==> src/hw/rtl/tlds_pkg.sv <==
// ----------------------------------------------------------------------------
// tlds_pkg
// Shared types, constants and tables of the text line decrypt and strip core.
// ----------------------------------------------------------------------------
package tlds_pkg;

    localparam int CHAR_W       = 16;
    localparam int MODE_W       = 2;
    localparam int KEY_W        = 4;
    localparam int MARKER_LEN   = 9;
    localparam int HELD_W       = $clog2(MARKER_LEN);
    localparam int QUEUE_DEPTH  = 4;

    // crypt status codes
    localparam logic [MODE_W-1:0] MODE_PLAIN  = 2'd0;
    localparam logic [MODE_W-1:0] MODE_DETECT = 2'd1;
    localparam logic [MODE_W-1:0] MODE_CRYPT  = 2'd2;

    localparam logic [CHAR_W-1:0] CH_NUL   = 16'd0;
    localparam logic [CHAR_W-1:0] CH_LF    = 16'd10;
    localparam logic [CHAR_W-1:0] CH_CR    = 16'd13;
    localparam logic [CHAR_W-1:0] CH_SPACE = 16'd32;
    localparam logic [CHAR_W-1:0] CH_HASH  = 16'd35;
    localparam logic [CHAR_W:0]   WRAP_LOW = 17'd33;
    localparam logic [CHAR_W:0]   WRAP_ADD = 17'd95;

    typedef enum logic [0:0] {
        OP_CHAR = 1'b0,   // held marker chars (if any), then the item's char
        OP_MEND = 1'b1    // marker completed on the last char of a line
    } t_op;

    typedef struct packed {
        t_op                 op;
        logic                crypt;
        logic [HELD_W-1:0]   held;
        logic [CHAR_W-1:0]   ch;
        logic                last;
    } t_cmd;

    localparam int CMD_W = $bits(t_cmd);

    function automatic logic [5:0] key_offset(input logic [KEY_W-1:0] idx);
        logic [5:0] v;
        case (idx)
            4'd0:    v = 6'd31;
            4'd1:    v = 6'd7;
            4'd2:    v = 6'd9;
            4'd3:    v = 6'd1;
            4'd4:    v = 6'd11;
            4'd5:    v = 6'd2;
            4'd6:    v = 6'd5;
            4'd7:    v = 6'd5;
            4'd8:    v = 6'd3;
            4'd9:    v = 6'd17;
            4'd10:   v = 6'd40;
            4'd11:   v = 6'd12;
            4'd12:   v = 6'd35;
            4'd13:   v = 6'd22;
            4'd14:   v = 6'd27;
            default: v = 6'd2;
        endcase
        return v;
    endfunction

    function automatic logic [CHAR_W-1:0] marker_char(input logic [HELD_W-1:0] idx);
        logic [CHAR_W-1:0] v;
        case (idx)
            4'd0:    v = 16'h0072;  // r
            4'd1:    v = 16'h0065;  // e
            4'd2:    v = 16'h0064;  // d
            4'd3:    v = 16'h0073;  // s
            4'd4:    v = 16'h0068;  // h
            4'd5:    v = 16'h0069;  // i
            4'd6:    v = 16'h0072;  // r
            4'd7:    v = 16'h0074;  // t
            4'd8:    v = 16'h0032;  // 2
            default: v = 16'h0000;
        endcase
        return v;
    endfunction

endpackage

==> src/hw/rtl/text_line_decrypt_and_strip_core.sv <==
// ----------------------------------------------------------------------------
// text_line_decrypt_and_strip_core
// Marker detection, per-character decryption and line cut of a text stream.
// ----------------------------------------------------------------------------
//  channel   direction  handshake            payload
//  input     in         i_valid / o_ready    i_in_char, i_line_last
//  result    out        o_valid / i_ready    o_out_char, o_char_valid, o_line_end
//  config    in         i_cfg_wr_en          i_cfg_wr_data (start_mode)
//
//  One character per cycle in steady state, unless the output stalls; an item
//  enters the command queue when accepted and is then loaded into the output
//  register. A marker mismatch releases up to nine results from one item, one
//  per cycle while the output is not stalled, stepped by the release counter
//  of the back part; the queue keeps taking items meanwhile until it fills.
//  Reset or a start_mode write sets mode, clears key index, line flags and queue.
// ----------------------------------------------------------------------------
module text_line_decrypt_and_strip_core
    import tlds_pkg::*;
#(
    parameter int QDEPTH = QUEUE_DEPTH
) (
    input  logic                i_clk,
    input  logic                i_rst_n,
    input  logic                i_cfg_wr_en,
    input  logic [MODE_W-1:0]   i_cfg_wr_data,
    input  logic                i_valid,
    output logic                o_ready,
    input  logic [CHAR_W-1:0]   i_in_char,
    input  logic                i_line_last,
    output logic                o_valid,
    input  logic                i_ready,
    output logic [CHAR_W-1:0]   o_out_char,
    output logic                o_char_valid,
    output logic                o_line_end
);

    logic q_full, q_push, q_pop, q_valid;
    t_cmd push_cmd, head_cmd;

    tlds_front u_front (
        .i_clk         (i_clk),
        .i_rst_n       (i_rst_n),
        .i_cfg_wr_en   (i_cfg_wr_en),
        .i_cfg_wr_data (i_cfg_wr_data),
        .i_valid       (i_valid),
        .o_ready       (o_ready),
        .i_in_char     (i_in_char),
        .i_line_last   (i_line_last),
        .i_q_full      (q_full),
        .o_push        (q_push),
        .o_cmd         (push_cmd)
    );

    tlds_queue #(
        .DEPTH (QDEPTH)
    ) u_queue (
        .i_clk   (i_clk),
        .i_rst_n (i_rst_n),
        .i_flush (i_cfg_wr_en),
        .i_push  (q_push),
        .i_cmd   (push_cmd),
        .o_full  (q_full),
        .i_pop   (q_pop),
        .o_valid (q_valid),
        .o_cmd   (head_cmd)
    );

    tlds_back u_back (
        .i_clk        (i_clk),
        .i_rst_n      (i_rst_n),
        .i_restart    (i_cfg_wr_en),
        .i_q_valid    (q_valid),
        .i_cmd        (head_cmd),
        .o_pop        (q_pop),
        .o_valid      (o_valid),
        .i_ready      (i_ready),
        .o_out_char   (o_out_char),
        .o_char_valid (o_char_valid),
        .o_line_end   (o_line_end)
    );

endmodule

==> src/hw/rtl/tlds_front.sv <==
// ----------------------------------------------------------------------------
// tlds_front
// Accepts characters, tracks the marker match and issues commands.
// ----------------------------------------------------------------------------
module tlds_front
    import tlds_pkg::*;
(
    input  logic                i_clk,
    input  logic                i_rst_n,
    input  logic                i_cfg_wr_en,
    input  logic [MODE_W-1:0]   i_cfg_wr_data,
    input  logic                i_valid,
    output logic                o_ready,
    input  logic [CHAR_W-1:0]   i_in_char,
    input  logic                i_line_last,
    input  logic                i_q_full,
    output logic                o_push,
    output t_cmd                o_cmd
);

    logic [MODE_W-1:0] r_status, n_status;
    logic [HELD_W-1:0] r_matched, n_matched;
    logic              accept;
    logic [HELD_W-1:0] m;

    assign o_ready = !i_q_full;
    assign accept  = i_valid && !i_q_full;

    always_comb begin
        n_status  = r_status;
        n_matched = r_matched;
        o_push    = 1'b0;
        m         = (r_matched >= HELD_W'(MARKER_LEN)) ? '0 : r_matched;
        o_cmd.op    = OP_CHAR;
        o_cmd.crypt = 1'b0;
        o_cmd.held  = '0;
        o_cmd.ch    = i_in_char;
        o_cmd.last  = i_line_last;
        if (accept) begin
            if (r_status == MODE_PLAIN) begin
                o_push = 1'b1;
            end else if (r_status != MODE_DETECT) begin
                o_push      = 1'b1;
                o_cmd.crypt = 1'b1;
            end else if (i_in_char == marker_char(m)) begin
                if (m == HELD_W'(MARKER_LEN - 1)) begin
                    n_status  = MODE_CRYPT;
                    n_matched = '0;
                    o_push    = i_line_last;
                    o_cmd.op  = OP_MEND;
                end else if (!i_line_last) begin
                    n_matched = m + 1'b1;
                end else begin
                    // line too short for the marker: release as plain text
                    n_status   = MODE_PLAIN;
                    n_matched  = '0;
                    o_push     = 1'b1;
                    o_cmd.held = m;
                end
            end else begin
                n_status   = MODE_PLAIN;
                n_matched  = '0;
                o_push     = 1'b1;
                o_cmd.held = m;
            end
        end
    end

    always_ff @(posedge i_clk) begin
        if (!i_rst_n) begin
            r_status  <= MODE_DETECT;
            r_matched <= '0;
        end else if (i_cfg_wr_en) begin
            r_status  <= i_cfg_wr_data;
            r_matched <= '0;
        end else begin
            r_status  <= n_status;
            r_matched <= n_matched;
        end
    end

endmodule

==> src/hw/rtl/tlds_queue.sv <==
// ----------------------------------------------------------------------------
// tlds_queue
// Small command FIFO between the front and the back part.
// ----------------------------------------------------------------------------
module tlds_queue
    import tlds_pkg::*;
#(
    parameter int DEPTH = QUEUE_DEPTH
) (
    input  logic    i_clk,
    input  logic    i_rst_n,
    input  logic    i_flush,
    input  logic    i_push,
    input  t_cmd    i_cmd,
    output logic    o_full,
    input  logic    i_pop,
    output logic    o_valid,
    output t_cmd    o_cmd
);

    localparam int PTR_W = (DEPTH > 1) ? $clog2(DEPTH) : 1;
    localparam int CNT_W = $clog2(DEPTH + 1);

    t_cmd             r_mem [DEPTH];
    logic [PTR_W-1:0] r_wr_ptr, r_rd_ptr;
    logic [CNT_W-1:0] r_count;
    logic             do_push, do_pop;

    assign o_full  = (r_count == CNT_W'(DEPTH));
    assign o_valid = (r_count != '0);
    assign o_cmd   = r_mem[r_rd_ptr];
    assign do_push = i_push && !o_full;
    assign do_pop  = i_pop && o_valid;

    function automatic logic [PTR_W-1:0] ptr_inc(input logic [PTR_W-1:0] p);
        return (p == PTR_W'(DEPTH - 1)) ? '0 : p + 1'b1;
    endfunction

    always_ff @(posedge i_clk) begin
        if (do_push) begin
            r_mem[r_wr_ptr] <= i_cmd;
        end
    end

    always_ff @(posedge i_clk) begin
        if (!i_rst_n || i_flush) begin
            r_wr_ptr <= '0;
            r_rd_ptr <= '0;
            r_count  <= '0;
        end else begin
            if (do_push) begin
                r_wr_ptr <= ptr_inc(r_wr_ptr);
            end
            if (do_pop) begin
                r_rd_ptr <= ptr_inc(r_rd_ptr);
            end
            if (do_push && !do_pop) begin
                r_count <= r_count + 1'b1;
            end else if (do_pop && !do_push) begin
                r_count <= r_count - 1'b1;
            end
        end
    end

endmodule

==> src/hw/rtl/tlds_back.sv <==
// ----------------------------------------------------------------------------
// tlds_back
// Executes commands: releases held marker chars, decrypts and cuts lines.
// ----------------------------------------------------------------------------
module tlds_back
    import tlds_pkg::*;
(
    input  logic                i_clk,
    input  logic                i_rst_n,
    input  logic                i_restart,
    input  logic                i_q_valid,
    input  t_cmd                i_cmd,
    output logic                o_pop,
    output logic                o_valid,
    input  logic                i_ready,
    output logic [CHAR_W-1:0]   o_out_char,
    output logic                o_char_valid,
    output logic                o_line_end
);

    logic [KEY_W-1:0]  r_key, n_key;
    logic              r_cut, n_cut;
    logic              r_stopped, n_stopped;
    logic [HELD_W-1:0] r_idx;
    logic              r_o_valid;
    logic [CHAR_W-1:0] r_o_char, res_char;
    logic              r_o_char_valid, res_valid;
    logic              r_o_line_end, res_end;
    logic              step, at_item;
    logic [CHAR_W-1:0] d;
    logic [CHAR_W:0]   diff;

    assign step    = i_q_valid && (!r_o_valid || i_ready);
    assign at_item = (r_idx == i_cmd.held) || (i_cmd.op == OP_MEND);
    assign o_pop   = step && at_item;

    always_comb begin
        n_key     = r_key;
        n_cut     = r_cut;
        n_stopped = r_stopped;
        res_valid = 1'b0;
        res_end   = 1'b0;
        diff      = '0;
        d         = (r_idx == i_cmd.held) ? i_cmd.ch : marker_char(r_idx);
        if (i_cmd.op == OP_MEND) begin
            d       = '0;
            res_end = 1'b1;
        end else begin
            res_end = (r_idx == i_cmd.held) && i_cmd.last;
            if (!r_stopped) begin
                if (d == CH_NUL) begin
                    n_stopped = 1'b1;
                end else begin
                    if (i_cmd.crypt && (d > CH_SPACE)) begin
                        n_key = r_key + 1'b1;
                        diff  = {1'b0, d} - (CHAR_W + 1)'(key_offset(n_key));
                        // wrap back into the printable range
                        if (diff[CHAR_W] || (diff < WRAP_LOW)) begin
                            diff = diff + WRAP_ADD;
                        end
                        d = diff[CHAR_W-1:0];
                    end
                    if (!r_cut) begin
                        if (d inside {CH_HASH, CH_LF, CH_CR}) begin
                            n_cut = 1'b1;
                        end else begin
                            res_valid = 1'b1;
                        end
                    end
                end
            end
        end
        if (res_end) begin
            n_cut     = 1'b0;
            n_stopped = 1'b0;
        end
        res_char = res_valid ? d : '0;
    end

    always_ff @(posedge i_clk) begin
        if (!i_rst_n || i_restart) begin
            r_key     <= '0;
            r_cut     <= 1'b0;
            r_stopped <= 1'b0;
            r_idx     <= '0;
            r_o_valid <= 1'b0;
        end else begin
            if (step) begin
                r_key     <= n_key;
                r_cut     <= n_cut;
                r_stopped <= n_stopped;
                r_idx     <= at_item ? '0 : r_idx + 1'b1;
                r_o_valid <= 1'b1;
            end else if (i_ready) begin
                r_o_valid <= 1'b0;
            end
        end
    end

    always_ff @(posedge i_clk) begin
        if (step) begin
            r_o_char       <= res_char;
            r_o_char_valid <= res_valid;
            r_o_line_end   <= res_end;
        end
    end

    assign o_valid      = r_o_valid;
    assign o_out_char   = r_o_char;
    assign o_char_valid = r_o_char_valid;
    assign o_line_end   = r_o_line_end;

endmodule
==> config.mk <==
export PLATFORM = sky130hd
export DESIGN_NAME = text_line_decrypt_and_strip_core
export DESIGN_NICKNAME = d
export VERILOG_FILES = /design/src/hw/rtl/tlds_pkg.sv /design/src/hw/rtl/text_line_decrypt_and_strip_core.sv /design/src/hw/rtl/tlds_front.sv /design/src/hw/rtl/tlds_queue.sv /design/src/hw/rtl/tlds_back.sv
export SDC_FILE = /design/constraint.sdc
export NUM_CORES = 1
export LEC_CHECK = 0
export ABC_AREA = 0
export BUFFER_PORTS_ARGS = -buffer_cell sky130_fd_sc_hd__buf_4
export CELL_PAD_IN_SITES_DETAIL_PLACEMENT = 0
export CELL_PAD_IN_SITES_GLOBAL_PLACEMENT = 2
export CORE_UTILIZATION = 45
export CTS_BUF_LIST = sky130_fd_sc_hd__clkbuf_2
export DETAILED_ROUTE_END_ITERATION = 7
export PLACE_DENSITY_LB_ADDON = 0.1
export SETUP_SLACK_MARGIN = 0.4
export SYNTH_ARGS = -nofsm -noshare
export SYNTH_HDL_FRONTEND = slang
export SYNTH_SLANG_ARGS = --single-unit
==> constraint.sdc <==
create_clock -name i_clk -period 12.4 [get_ports i_clk]
set_input_delay 0 -clock i_clk [delete_from_list [all_inputs] [get_ports i_clk]]
set_output_delay 0 -clock i_clk [all_outputs]
set_load 0.05 [all_outputs]
==> impl_results.md, run 1 <==
- Total power draw: 0.001106 W
- Die Wd: 132.8 um
- Die ar.: 17640 um^2
- Final ANT Viol Nets: 0
- Mapped Nets: 719
- Commonest non-fill, non-tap cells in the layout: edfxtp_1, nor2_1, nand2_1, buf_4, dlygate4sd3_1
- Placeable Area: 16640 um^2
- Gpl congestion: 0.8580
- DRT Pass-1 Iters: 4
- Min-Delay Path Class: primary input to flip-flop
- Distinct cells, synth: 76
- Crit path DAT: 7.54 ns
- Crit-path cells: buf_4 > mux4_2 > xnor2_2 > and4_1 > mux2i_1 > inv_1 > ha_1 > nor2b_1 > or2_2 > a311oi_1 > a221o_1 > o21ai_1 > a31oi_4 > a31oi_1 > or4_1 > nor3_1 > nand2_1 > o311ai_2 > nor4_2 > nor4_4 > a211oi_1
- Cell area power density: 124.2 nW/um^2
- VDD IR-drop max: 78.07 uV
- P&R area growth vs syn: 15.58%
- Clock sinks: 143
- Gr ovfl total: 0
- Crit-path max FO: 23
- Area of the mapped netlist: 7702 um^2
- Vias/cell: 5.699
- Nets: 802
- Number of synthesized flops with an enable pin: 110
- Clk_skew: 0.06603 ns
- Tightest Pin Transition: 1.198 ns
- Cell Rows: 47
- Post-Syn Instances: 668
- Crit-path max cell delay: 0.59 ns
- Cell at the slowest stage of the critical path: mux4_2
- Fmax: 143.4 MHz
- Int Power: 0.0007141 W
- Clock share of power: 24.7%
- DRT iter0 DRCs: 338
- Vias: 5614
- Initial core utilization: 46.28%
- Final max-slew violation count: 0
- Hpwl dp: 13.02 mm
- TritonCTS buffer count: 17
- Bufs on Longest Clock Path: 2
- Ys flop type: edfxtp_1
- # DRC: 0
- Net Switching: 0.0003919 W
- Critical path capture point type: flip-flop
- CTS root buffer: clkbuf_2
- Req. time, crit path: 12.97 ns
- Clock transition at path regs: 0.30 ns
- Final Hold Fails: 0
- Yosys reg bits: 143
- Unrepaired setup endpoints after global routing: no
- Fillcell total: 1481
- Final period utilization: 56.23%
- Syn. warnings: 0
- Final setup viols: 0
- Comb pwr share: 24.9%
- Mean Syn Cell Area: 11.53 um^2
- Slew margin rel.: 20.16%
- Worst-Skew Late Latency: 0.78 ns
- Sequential share of power: 50.4%
- Total track usage: 21.79%
- WL final: 18.06 mm
- P_leak: 3.163 nW
- Post-layout min period: 6.973 ns
- Initial antenna violation count: 1
- Critical path launch point type: flip-flop
- Number of global-route vias before repair: 5653
- Critical setup path kind: flip-flop to flip-flop
- Ports: 44
- Status: complete, no violations
- WP buf/inv: 2
- Pin count of the biggest net entering global routing: 27
- Crit-path leading delay family: simple AND/OR/NAND/NOR gates
- Most common cell after layout, fill and taps aside: edfxtp_1
- Sequential area share after synthesis: 51.46%
- H-tree depth: 4
- Max cap viols: 0
- Setup TNS: 0 ns
- CTS tree: yes
- Ys async rst share: 0%
- Avg WL per Cell: 18.33 um
- Setup Buffers After CTS: 0
- Layout cell share with drive strength beyond 1: 17.02%
- Switching share of power: 35.43%
- First-pass GRT wire length: 29.29 mm
- Die height: 132.8 um
- IO buf count: 43
layer usage:
layer	GRT usage, %	vias to the layer above	part of all wire [%]
met3	3.602	28	3.2
met2	37.14	132	51
met5	0	-	0
li1	-	2691	-
met1	27.23	2763	44
met4	9.642	0	2.6
final timing paths:
kind              cells past startpoint                    to  slack [ns]              from
setup / recovery                     21  u_back.o_out_char[0]        5.43         flip-flop
hold / removal                        4   u_front.r_status[1]        0.12  i_cfg_wr_data[1]
setup reg to reg                     21  u_back.o_out_char[0]        5.43         flip-flop
hold reg to reg                       2        u_back.o_valid        0.49    u_back.o_valid
kinds of logic after synthesis:
family                     Yosys count  synth area share [%]
AOI/OAI and AO/OA                  138                 12.77
xor gates and xnor gates            32                 4.028
adders and majority gates           28                 4.711
buffers and inverters               51                 2.632
DFF                                143                 51.46
muxes                               39                 8.902
and+or+nand+nor                    237                 15.50
Yosys cell counts, types with 4 or more instances:
| cell | n | area (um^2) |
|---|---|---|
| buf_1 | 5 | 18.77 |
| nor3_1 | 22 | 110.1 |
| nor2_1 | 63 | 236.5 |
| nor2b_1 | 7 | 43.79 |
| o21ai_0 | 21 | 105.1 |
| nand3_1 | 18 | 90.09 |
| nand2_1 | 54 | 202.7 |
| edfxtp_1 | 110 | 3303 |
| or3_1 | 8 | 50.05 |
| or4_1 | 5 | 37.54 |
| dfxtp_1 | 33 | 660.6 |
| xor2_1 | 11 | 96.34 |
| o21a_1 | 6 | 45.04 |
| a21o_1 | 8 | 60.06 |
| a211oi_1 | 5 | 37.54 |
| and3_1 | 4 | 25.02 |
| nand2b_1 | 12 | 75.07 |
| nand4_1 | 5 | 31.28 |
| clkbuf_1 | 17 | 63.81 |
| nor3b_1 | 6 | 45.04 |
| mux4_2 | 23 | 518.0 |
| a21oi_1 | 40 | 200.2 |
| xnor2_2 | 4 | 65.06 |
| inv_1 | 24 | 90.09 |
| xnor2_1 | 17 | 148.9 |
| nor4_1 | 5 | 31.28 |
| a311oi_1 | 4 | 35.03 |
| ha_1 | 25 | 312.8 |
| or2_2 | 7 | 43.79 |
| and2_1 | 9 | 56.30 |
| mux2i_1 | 12 | 120.1 |
| a31oi_1 | 7 | 43.79 |
power by group through the flow:
| stage | sequential (W) | clock [W] | combinational [W] |
|---|---|---|---|
| floorplan | 0.000609 | 0 | 0.000151 |
| global placement | 0.000567 | 0 | 0.000263 |
| detailed placement | 0.000568 | 0 | 0.000265 |
| CTS | 0.000558 | 0.000283 | 0.000276 |
| global route | 0.000560 | 0.000300 | 0.000298 |
| finish | 0.000557 | 0.000274 | 0.000275 |
per-stage QoR:
stage | cells | hold WS [ns] | util, % | instance area, um^2 | setup WS, ns
4_1_cts | 984 | 0.04034 | 53.48 | 8900 | 5.402
3_3_place_gp | 909 | 0.2096 | 49.40 | 8222 | 5.594
5_1_grt | 985 | 0.05780 | 53.49 | 8902 | 4.860
6_report | 985 | 0.1182 | 53.49 | 8902 | 5.427
3_5_place_dp | 909 | 0.2152 | 49.40 | 8222 | 5.388
2_1_floorplan | 668 | 0.08887 | - | 7702 | 5.906
repair_timing:
action	4_1_cts	5_1_grt
hold endpoints to repair	108	0
hold buffers	43	0
gates resized for setup	0	0
state kept, by name (all words and copies together) (netlist names), named ones only:
| name | flops |
|---|---|
| u_front.r_matched | 4 |
| u_back.r_cut | 1 |
| u_queue.r_mem | 92 |
| u_front.r_status | 2 |
| u_back.o_valid | 1 |
| u_back.r_idx | 4 |
| u_back.r_key | 4 |
| u_queue.r_wr_ptr | 2 |
| u_queue.r_count | 3 |
| u_back.o_out_char | 16 |
| u_back.o_line_end | 1 |
| u_queue.r_rd_ptr | 2 |
| u_back.o_char_valid | 1 |
| u_back.r_stopped | 1 |
worst reg2reg max path: cells and delay by family (launching register included):
| kind | cells | cell delay, ns |
|---|---|---|
| buf+inv | 2 | 0.48 |
| compound gates | 7 | 1.69 |
| flops | 1 | 0.38 |
| mux | 2 | 0.95 |
| simple gates | 8 | 2.74 |
| fa+ha+maj | 1 | 0.33 |
| xor+xnor | 1 | 0.26 |
cell type report:
type,count,area (um^2),area share [%]
multi-input cells,474,3536,39.72
clock inverters,15,162.7,1.827
diodes,1,2.502,0.02811
inverters,25,93.84,1.054
clock buffers,17,85.08,0.9557
well taps,220,275.3,3.092
repair buffers,90,783.3,8.798
flip-flops and latches,143,3964,44.53
(Power assumes the default switching activity.)
==> run 2, diff against run 1 <==
--- a/config.mk
+++ b/config.mk
@@ -9,7 +9,7 @@
 export BUFFER_PORTS_ARGS = -buffer_cell sky130_fd_sc_hd__buf_4
 export CELL_PAD_IN_SITES_DETAIL_PLACEMENT = 0
 export CELL_PAD_IN_SITES_GLOBAL_PLACEMENT = 2
-export CORE_UTILIZATION = 45
+export CORE_UTILIZATION = 43
 export CTS_BUF_LIST = sky130_fd_sc_hd__clkbuf_2
 export DETAILED_ROUTE_END_ITERATION = 7
 export PLACE_DENSITY_LB_ADDON = 0.1
==> constraint.sdc (replaced) <==
create_clock -name i_clk -period 6.96 [get_ports i_clk]
set_input_delay 0 -clock i_clk [delete_from_list [all_inputs] [get_ports i_clk]]
set_output_delay 0 -clock i_clk [all_outputs]
set_load 0.05 [all_outputs]
==> run 2 against run 1 <==
Compared with the run above:
- clock skew down 0.021 ns
- worst hold slack improved by 0.052 ns
- die area is 4.6% higher
- worst setup slack got worse by 4.7 ns
- global-route usage fell by 0.14 points
- critical path depth is the same
- wire length is 4.1% higher
- register-to-register slack worse by 4.7 ns
==> impl_results.md, run 2 (synthesized netlist as in run 1, its figures left out) <==
- Status: complete, no violations (unchanged)
- DRT Pass-1 Iters: 5 (was 4)
- Crit-path max FO: 6 (was 23)
- Clk_skew: 0.04458 ns (was 0.06603 ns)
- Switching share of power: 34.24% (was 35.43%)
- Placement-stage cell area: 8273 um^2 (was 8222 um^2)
- Number of global-route vias before repair: 5624 (was 5653)
- Critical setup path kind: flip-flop to flip-flop (unchanged)
- Crit-path max cell delay: 0.59 ns (about the same)
- Avg WL per Cell: 18.78 um (was 18.33 um)
- Worst-Skew Late Latency: 0.74 ns (was 0.78 ns)
- Slew margin rel.: 20.83% (was 20.16%)
- Total track usage: 21.65% (was 21.79%)
- Bufs on Longest Clock Path: 2 (unchanged)
- Min-Delay Path Class: primary input to flip-flop (unchanged)
- Crit-path leading delay family: simple AND/OR/NAND/NOR gates (unchanged)
- Commonest non-fill, non-tap cells in the layout: edfxtp_1, nor2_1, buf_4, nand2_1, dlygate4sd3_1 (was edfxtp_1, nor2_1, nand2_1, buf_4, dlygate4sd3_1)
- Final period utilization: 89.50% (was 56.23%)
- WL met1: 8.225 mm (was 7.892 mm)
- Fin area: 9131 um^2 (was 8902 um^2)
- CTS tree: yes (unchanged)
- First-pass GRT wire length: 29.57 mm (was 29.29 mm)
- Pin count of the biggest net entering global routing: 29 (was 27)
- Cell area power density: 217.8 nW/um^2 (was 124.2 nW/um^2)
- Tightest Pin Transition: 1.188 ns (was 1.198 ns)
- Max FFs per register: 92 (unchanged)
- Final max-slew violation count: 0 (unchanged)
- Layout cell share with drive strength beyond 1: 19.74% (was 17.02%)
- Met2 wire len: 9.742 mm (was 9.123 mm)
- P_leak: 3.226 nW (was 3.163 nW)
- Critical path capture point type: flip-flop (unchanged)
- CTS root buffer: clkbuf_2 (unchanged)
- Footprint of the multi-input gates: 3684 um^2 (was 3536 um^2)
- Ports: 44 (unchanged)
- Fmax: 160.5 MHz (was 143.4 MHz)
- Crit-path cells: mux4_2 > xnor2_4 > and4_4 > mux2i_4 > inv_1 > ha_1 > nor2b_1 > or2_2 > a311oi_2 > a221o_1 > o21ai_1 > a31oi_4 > a31oi_1 > or4_1 > nor3_2 > nand2_1 > a311oi_1 > xor2_1 > nor4_4 > buf_4 > a211oi_1 (was buf_4 > mux4_2 > xnor2_2 > and4_1 > mux2i_1 > inv_1 > ha_1 > nor2b_1 > or2_2 > a311oi_1 > a221o_1 > o21ai_1 > a31oi_4 > a31oi_1 > or4_1 > nor3_1 > nand2_1 > o311ai_2 > nor4_2 > nor4_4 > a211oi_1)
- Most common cell after layout, fill and taps aside: edfxtp_1 (unchanged)
- P&R area growth vs syn: 18.55% (was 15.58%)
- TritonCTS buffer count: 17 (unchanged)
- Clock share of power: 23.7% (was 24.7%)
- Die ar.: 18450 um^2 (was 17640 um^2)
- Req. time, crit path: 7.54 ns (was 12.97 ns)
- Clock transition at path regs: 0.24 ns (was 0.30 ns)
- Final ANT Viol Nets: 0 (unchanged)
- H-tree depth: 4 (unchanged)
- Int Power: 0.001308 W (was 0.0007141 W)
- Clock sinks: 143 (unchanged)
- Unrepaired setup endpoints after global routing: no (unchanged)
- DR top layer: met4 (unchanged)
- Initial antenna violation count: 1 (unchanged)
- Met3 Wirelength: 550 um (was 571 um)
- Max cap viols: 0 (unchanged)
- VDD IR-drop max: 140.5 uV (was 78.07 uV)
- Final setup viols: 0 (unchanged)
- Crit path DAT: 6.81 ns (was 7.54 ns)
- Comb pwr share: 26.3% (was 24.9%)
- Net Switching: 0.0006810 W (was 0.0003919 W)
- Post-layout min period: 6.229 ns (was 6.973 ns)
- Cell Rows: 48 (was 47)
- DRT iter0 DRCs: 329 (was 338)
- Die Wd: 135.8 um (was 132.8 um)
- Fillcell total: 1582 (was 1481)
- Nets: 813 (was 802)
- Placeable Area: 17420 um^2 (was 16640 um^2)
- Final Hold Fails: 0 (unchanged)
- Gpl congestion: 0.8644 (was 0.8580)
- Vias: 5648 (was 5614)
- WP buf/inv: 2 (unchanged)
- Cell at the slowest stage of the critical path: or4_1 (was mux4_2)
- Setup TNS: 0 ns (unchanged)
- Critical path launch point type: flip-flop (unchanged)
- WL final: 18.80 mm (was 18.06 mm)
- Top reg by flops: u_queue.r_mem (unchanged)
- # DRC: 0 (unchanged)
- Gr ovfl total: 0 (unchanged)
- IO buf count: 43 (unchanged)
- Die height: 135.8 um (was 132.8 um)
- Sequential share of power: 50.0% (was 50.4%)
- Final core utilization: 52.43% (was 53.49%)
- Vias/cell: 5.642 (was 5.699)
- Register area: 3969 um^2 (was 3964 um^2)
- Hpwl dp: 13.39 mm (was 13.02 mm)
- Initial core utilization: 44.22% (was 46.28%)
run 2: through the flow:
stage / std cells / hold slack (ns) / setup WS (ns) / power (W)
global route: 1001 / 0.04766 / 0.2983 / 0.002087
finish: 1001 / 0.1702 / 0.7307 / 0.001989
global placement: 920 / 0.2098 / 0.4549 / 0.001485
CTS: 996 / 0.04060 / 0.4942 / 0.001987
detailed placement: 920 / 0.2135 / 0.2492 / 0.001494
floorplan: 668 / 0.08887 / 0.4665 / 0.001353
run 2: worst register-to-register path: stages, from the launching register on:
cell and delay (ns):
dfxtp_4 0.43, mux4_2 0.57, xnor2_4 0.24, and4_4 0.33, mux2i_4 0.30, inv_1 0.07
ha_1 0.33, nor2b_1 0.15, or2_2 0.30, a311oi_2 0.26, a221o_1 0.27, o21ai_1 0.15
a31oi_4 0.31, a31oi_1 0.14, or4_1 0.59, nor3_2 0.31, nand2_1 0.19, a311oi_1 0.34
xor2_1 0.37, nor4_4 0.05, buf_4 0.16, a211oi_1 0.25
run 2: routing by layer:
layer,vias to the layer above,track usage (%)
li1,2725,-
met1,2802,26.86
met2,103,37.59
met3,18,4.437
met4,0,6.929
met5,-,0
run 2: timing repair:
| action | CTS | global route |
|---|---|---|
| resized for setup | 5 | 19 |
| endpoints found under the hold margin | 105 | 0 |
| setup buffers | 1 | 4 |
| setup endpoints to repair | 6 | 7 |
| hold buffers | 43 | 0 |
| pin swaps | 1 | 5 |
run 2: cell type report:
| type | count | area share, % |
|---|---|---|
| clock inverters | 15 | 1.644 |
| multi-input cells | 474 | 40.34 |
| clock buffers | 17 | 0.9318 |
| inverters | 25 | 1.028 |
| well taps | 225 | 3.083 |
| repair buffers | 101 | 9.482 |
| flip-flops and latches | 143 | 43.46 |
| diodes | 1 | 0.02740 |
run 2: final timing paths:
check / end / startpoint / cells after the start / slack [ns]
worst max-delay path: u_back.o_out_char[0] / flip-flop / 21 / 0.73
worst min-delay path: u_front.r_status[1] / i_cfg_wr_data[1] / 4 / 0.17
worst max register to register: u_back.o_out_char[0] / flip-flop / 21 / 0.73
worst min register to register: u_back.r_stopped / u_back.r_stopped / 2 / 0.49
run 2: power groups by stage:
stage | Combinational, W | Clock, W | Sequential [W]
after global routing | 0.000565 | 0.000523 | 0.00100
after global placement | 0.000475 | 0 | 0.00101
after floorplan | 0.000268 | 0 | 0.00108
final | 0.000524 | 0.000471 | 0.000994
after CTS | 0.000506 | 0.000487 | 0.000995
after detailed placement | 0.000481 | 0 | 0.00101
==> run 3, diff against run 2 <==
--- a/config.mk
+++ b/config.mk
@@ -16,4 +16,5 @@
 export SETUP_SLACK_MARGIN = 0.4
 export SYNTH_ARGS = -nofsm -noshare
 export SYNTH_HDL_FRONTEND = slang
+export SYNTH_HIERARCHICAL = 1
 export SYNTH_SLANG_ARGS = --single-unit
==> run 3 against run 2 <==
Compared with the run above:
- sequential power shrank 1%
- wire length grew 6.9%
- register-to-register slack gained 0.12 ns
- first-iteration DRC count grew 21%
- flip-flop and latch count is the same
- count of clock-buffer cells in the layout is the same
- maximum frequency grew 2.0%
- die area grew 5.6%
- worst setup slack gained 0.12 ns
- sequential share of layout area shrank 0.87 points
- final cell count grew 2.8%
- via count grew 5.7%
- critical endpoint is now u_back/o_out_char[3]
==> impl_results.md, run 3 <==
- Status: complete, no violations (unchanged)
- Final ANT Viol Nets: 0 (unchanged)
- Commonest non-fill, non-tap cells in the layout: edfxtp_1, nor2_1, buf_4, dlygate4sd3_1, nand2_1 (was edfxtp_1, nor2_1, buf_4, nand2_1, dlygate4sd3_1)
- First-pass GRT wire length: 32.51 mm (was 29.57 mm)
- P&R area growth vs syn: 14.40% (was 18.55%)
- Setup ws final: 0.8553 ns (was 0.7307 ns)
- Unrepaired setup endpoints after global routing: no (unchanged)
- # DRC: 0 (unchanged)
- Vias: 5971 (was 5648)
- Bufs on Longest Clock Path: 2 (unchanged)
- Cell accounting for the most synthesized area: edfxtp_1 (unchanged)
- Setup TNS: 0 ns (unchanged)
- Footprint of the multi-input gates: 3844 um^2 (was 3684 um^2)
- Ys async rst share: 0% (unchanged)
- Final core utilization: 50.99% (was 52.43%)
- Sequential area share after synthesis: 48.68% (was 51.46%)
- Vias/cell: 5.803 (was 5.642)
- Slew margin rel.: 36.17% (was 20.83%)
- Ports: 44 (unchanged)
- Crit path DAT: 6.55 ns (was 6.81 ns)
- IO buf count: 43 (unchanged)
- Total track usage: 21.65% (about the same)
- Pin count of the biggest net entering global routing: 24 (was 29)
- Final setup viols: 0 (unchanged)
- Commonest cells in the netlist: edfxtp_1, nor2_1, nand2_1, dfxtp_1, inv_1 (was edfxtp_1, nor2_1, nand2_1, a21oi_1, dfxtp_1)
- Clock transition at path regs: 0.27 ns (was 0.24 ns)
- Avg WL per Cell: 19.53 um (was 18.78 um)
- Most common cell after layout, fill and taps aside: edfxtp_1 (unchanged)
- Post-layout min period: 6.105 ns (was 6.229 ns)
- Place WS: 0.3662 ns (was 0.2492 ns)
- DRT Pass-1 Iters: 5 (unchanged)
- Req. time, crit path: 7.41 ns (was 7.54 ns)
- Main area contributors after synthesis: edfxtp_1, dfxtp_1, mux4_2, ha_1, nor2_1 (unchanged)
- Layout cell share with drive strength beyond 1: 19.02% (was 19.74%)
- TritonCTS buffer count: 17 (unchanged)
- Crit-path max FO: 10 (was 6)
- Final Hold Fails: 0 (unchanged)
- WHS Path Cells: 2 (was 4)
- Hpwl dp: 14.40 mm (was 13.39 mm)
- Final max-slew violation count: 0 (unchanged)
- Critical path capture point type: flip-flop (unchanged)
- Clk_skew: 0.04387 ns (was 0.04458 ns)
- Tightest Pin Transition: 0.9564 ns (was 1.188 ns)
- Ys flop type: edfxtp_1 (unchanged)
- Area fraction of the dominant cell type after synthesis: 40.57% (was 42.88%)
- Cell area power density: 202.6 nW/um^2 (was 217.8 nW/um^2)
- DRT iter0 DRCs: 397 (was 329)
- Syn. warnings: 6 (was 0)
- Fmax: 163.8 MHz (was 160.5 MHz)
- Die Wd: 139.6 um (was 135.8 um)
- Number of synthesized flops with an enable pin: 110 (unchanged)
- Critical hold path startpoint: i_in_char[14] (was i_cfg_wr_data[1])
- Nets: 837 (was 813)
- Mapped Nets: 764 (was 719)
- Cell at the slowest stage of the critical path: mux4_2 (was or4_1)
- Placed cell count: 950 (was 920)
- Clock sinks: 143 (unchanged)
- P_leak: 3.296 nW (was 3.226 nW)
- R2r setup slk: 0.86 ns (was 0.73 ns)
- Worst-Skew Late Latency: 0.72 ns (was 0.74 ns)
- Fillcell total: 1674 (was 1582)
- Gr ovfl total: 0 (unchanged)
- Initial core utilization: 44.57% (was 44.22%)
- VDD IR-drop max: 115.0 uV (was 140.5 uV)
- Max FFs per register: 92 (unchanged)
- Hold Path End: u_queue/r_mem[3][15] (was u_front.r_status[1])
- WL final: 20.09 mm (was 18.80 mm)
- Die height: 139.6 um (was 135.8 um)
- Gpl congestion: 0.8878 (was 0.8644)
- CTS root buffer: clkbuf_2 (unchanged)
- RR Endpoint: u_back/o_out_char[3] (was u_back.o_out_char[0])
- Critical path launch point type: flip-flop (unchanged)
- Distinct cells, synth: 91 (was 76)
- R2R depth: 19 (was 21)
- Top reg by flops: u_queue/r_mem (was u_queue.r_mem)
- Final period utilization: 87.71% (was 89.50%)
- Die ar.: 19490 um^2 (was 18450 um^2)
- Max cap viols: 0 (unchanged)
- Area of the mapped netlist: 8143 um^2 (was 7702 um^2)
- Register area: 3968 um^2 (was 3969 um^2)
- Initial antenna violation count: 1 (unchanged)
- Min-Delay Path Class: primary input to flip-flop (unchanged)
- Crit-path cells: mux4_2 > xnor2_1 > nand4_2 > mux2i_2 > inv_1 > ha_1 > or2_2 > o32ai_2 > a21boi_1 > a32oi_2 > or3_1 > a22oi_1 > o211ai_1 > nor2_2 > mux2_2 > a2111o_1 > a221oi_4 > buf_12 > nor3_1 (was mux4_2 > xnor2_4 > and4_4 > mux2i_4 > inv_1 > ha_1 > nor2b_1 > or2_2 > a311oi_2 > a221o_1 > o21ai_1 > a31oi_4 > a31oi_1 > or4_1 > nor3_2 > nand2_1 > a311oi_1 > xor2_1 > nor4_4 > buf_4 > a211oi_1)
- Critical setup path kind: flip-flop to flip-flop (unchanged)
- Mean Syn Cell Area: 11.42 um^2 (was 11.53 um^2)
- Placeable Area: 18270 um^2 (was 17420 um^2)
- Post-Syn Instances: 713 (was 668)
- Post-Layout Cell Count: 1029 (was 1001)
- Yosys reg bits: 143 (unchanged)
- Most common cell in the netlist: edfxtp_1 (unchanged)
- Number of global-route vias before repair: 6106 (was 5624)
- Cell Rows: 49 (was 48)
- H-tree depth: 4 (unchanged)
- Crit-path max cell delay: 0.53 ns (was 0.59 ns)
- CTS tree: yes (unchanged)
[run 3: cell types whose count changed in the layout (fill, tap and decap cells not counted), sizes merged, moves of 7 or more]
cell	change
inv	+9
a21oi	-11
buf	-7
nand2	-14
a32oi	+7
[run 3: layer usage]
layer | vias up | track usage (%) | wire [um] | share of wire, %
met5 | - | 0 | 0 | 0
met2 | 143 | 38.24 | 10260 | 51
met3 | 17 | 3.544 | 662 | 3.3
li1 | 2848 | - | - | -
met4 | 0 | 6.883 | 250 | 1.2
met1 | 2963 | 27.07 | 8918 | 44
[run 3: worst max-delay path by stage]
stage               from                    end  slack (ns)  depth (start not counted)
3_3_place_gp   flip-flop  u_back/o_out_char[10]        0.56                         18
6_report       flip-flop   u_back/o_out_char[3]        0.86                         19
3_5_place_dp   flip-flop  u_back/o_out_char[14]        0.37                         18
4_1_cts        flip-flop  u_back/o_out_char[10]        0.51                         18
2_1_floorplan  flip-flop  u_back/o_out_char[10]        0.78                         20
5_1_grt        flip-flop  u_back/o_out_char[12]        0.43                         19
[run 3: area by class of cell]
class	count	share of cell area, %
tap	229	3.076
timing repair buffer	96	9.080
clock inverter	15	1.800
clock buffer	17	0.9134
antenna	1	0.02686
multi-input combinational	497	41.26
sequential	143	42.59
inverter	31	1.249
[run 3: where the power goes]
part / total (W) / internal (W) / switching, W
sequential: 0.000982 / 0.000967 / 0.0000147
combinational: 0.000401 / 0.000142 / 0.000258
clock: 0.000505 / 0.000148 / 0.000357
total: 0.00189 / 0.00126 / 0.000630
[run 3: what timing repair did]
| item | CTS | global route |
|---|---|---|
| gates resized for setup | 1 | 6 |
| endpoints found under the setup margin | 10 | 10 |
| hold endpoints to repair | 116 | 4 |
| pin swaps | 0 | 2 |
| hold buffers | 44 | 1 |
| buffers inserted | 0 | 1 |
| gates cloned | 0 | 0 |
[run 3: kinds of logic (layout without fill, tap and decap cells)]
group	Yosys count	in the layout	share of synthesized area, %
simple gates	248	248	16.61
compound gates	150	150	13.68
flops	143	143	48.68
buf+inv	73	159	4.487
mux	45	45	9.219
fa+ha+maj	27	27	4.333
xor+xnor	27	27	2.996
other cells	0	1	0
[run 3: worst max-delay path: cells and delay by family, from the launching register on]
| kind | cells | cell delay [ns] |
|---|---|---|
| compound gates | 7 | 1.94 |
| fa+ha+maj | 1 | 0.26 |
| xor+xnor | 1 | 0.27 |
| simple gates | 5 | 1.28 |
| buf+inv | 2 | 0.25 |
| mux | 3 | 1.31 |
| flops | 1 | 0.52 |
[run 3: per-stage QoR]
stage,total power (W),hold slack [ns],instance area [um^2]
after detailed placement,0.001378,0.2162,8556
after global routing,0.001972,0.002998,9315
after global placement,0.001374,0.2098,8556
final,0.001887,0.08199,9315
after CTS,0.001906,0.0008407,9250
after floorplan,0.001268,0.1375,8143
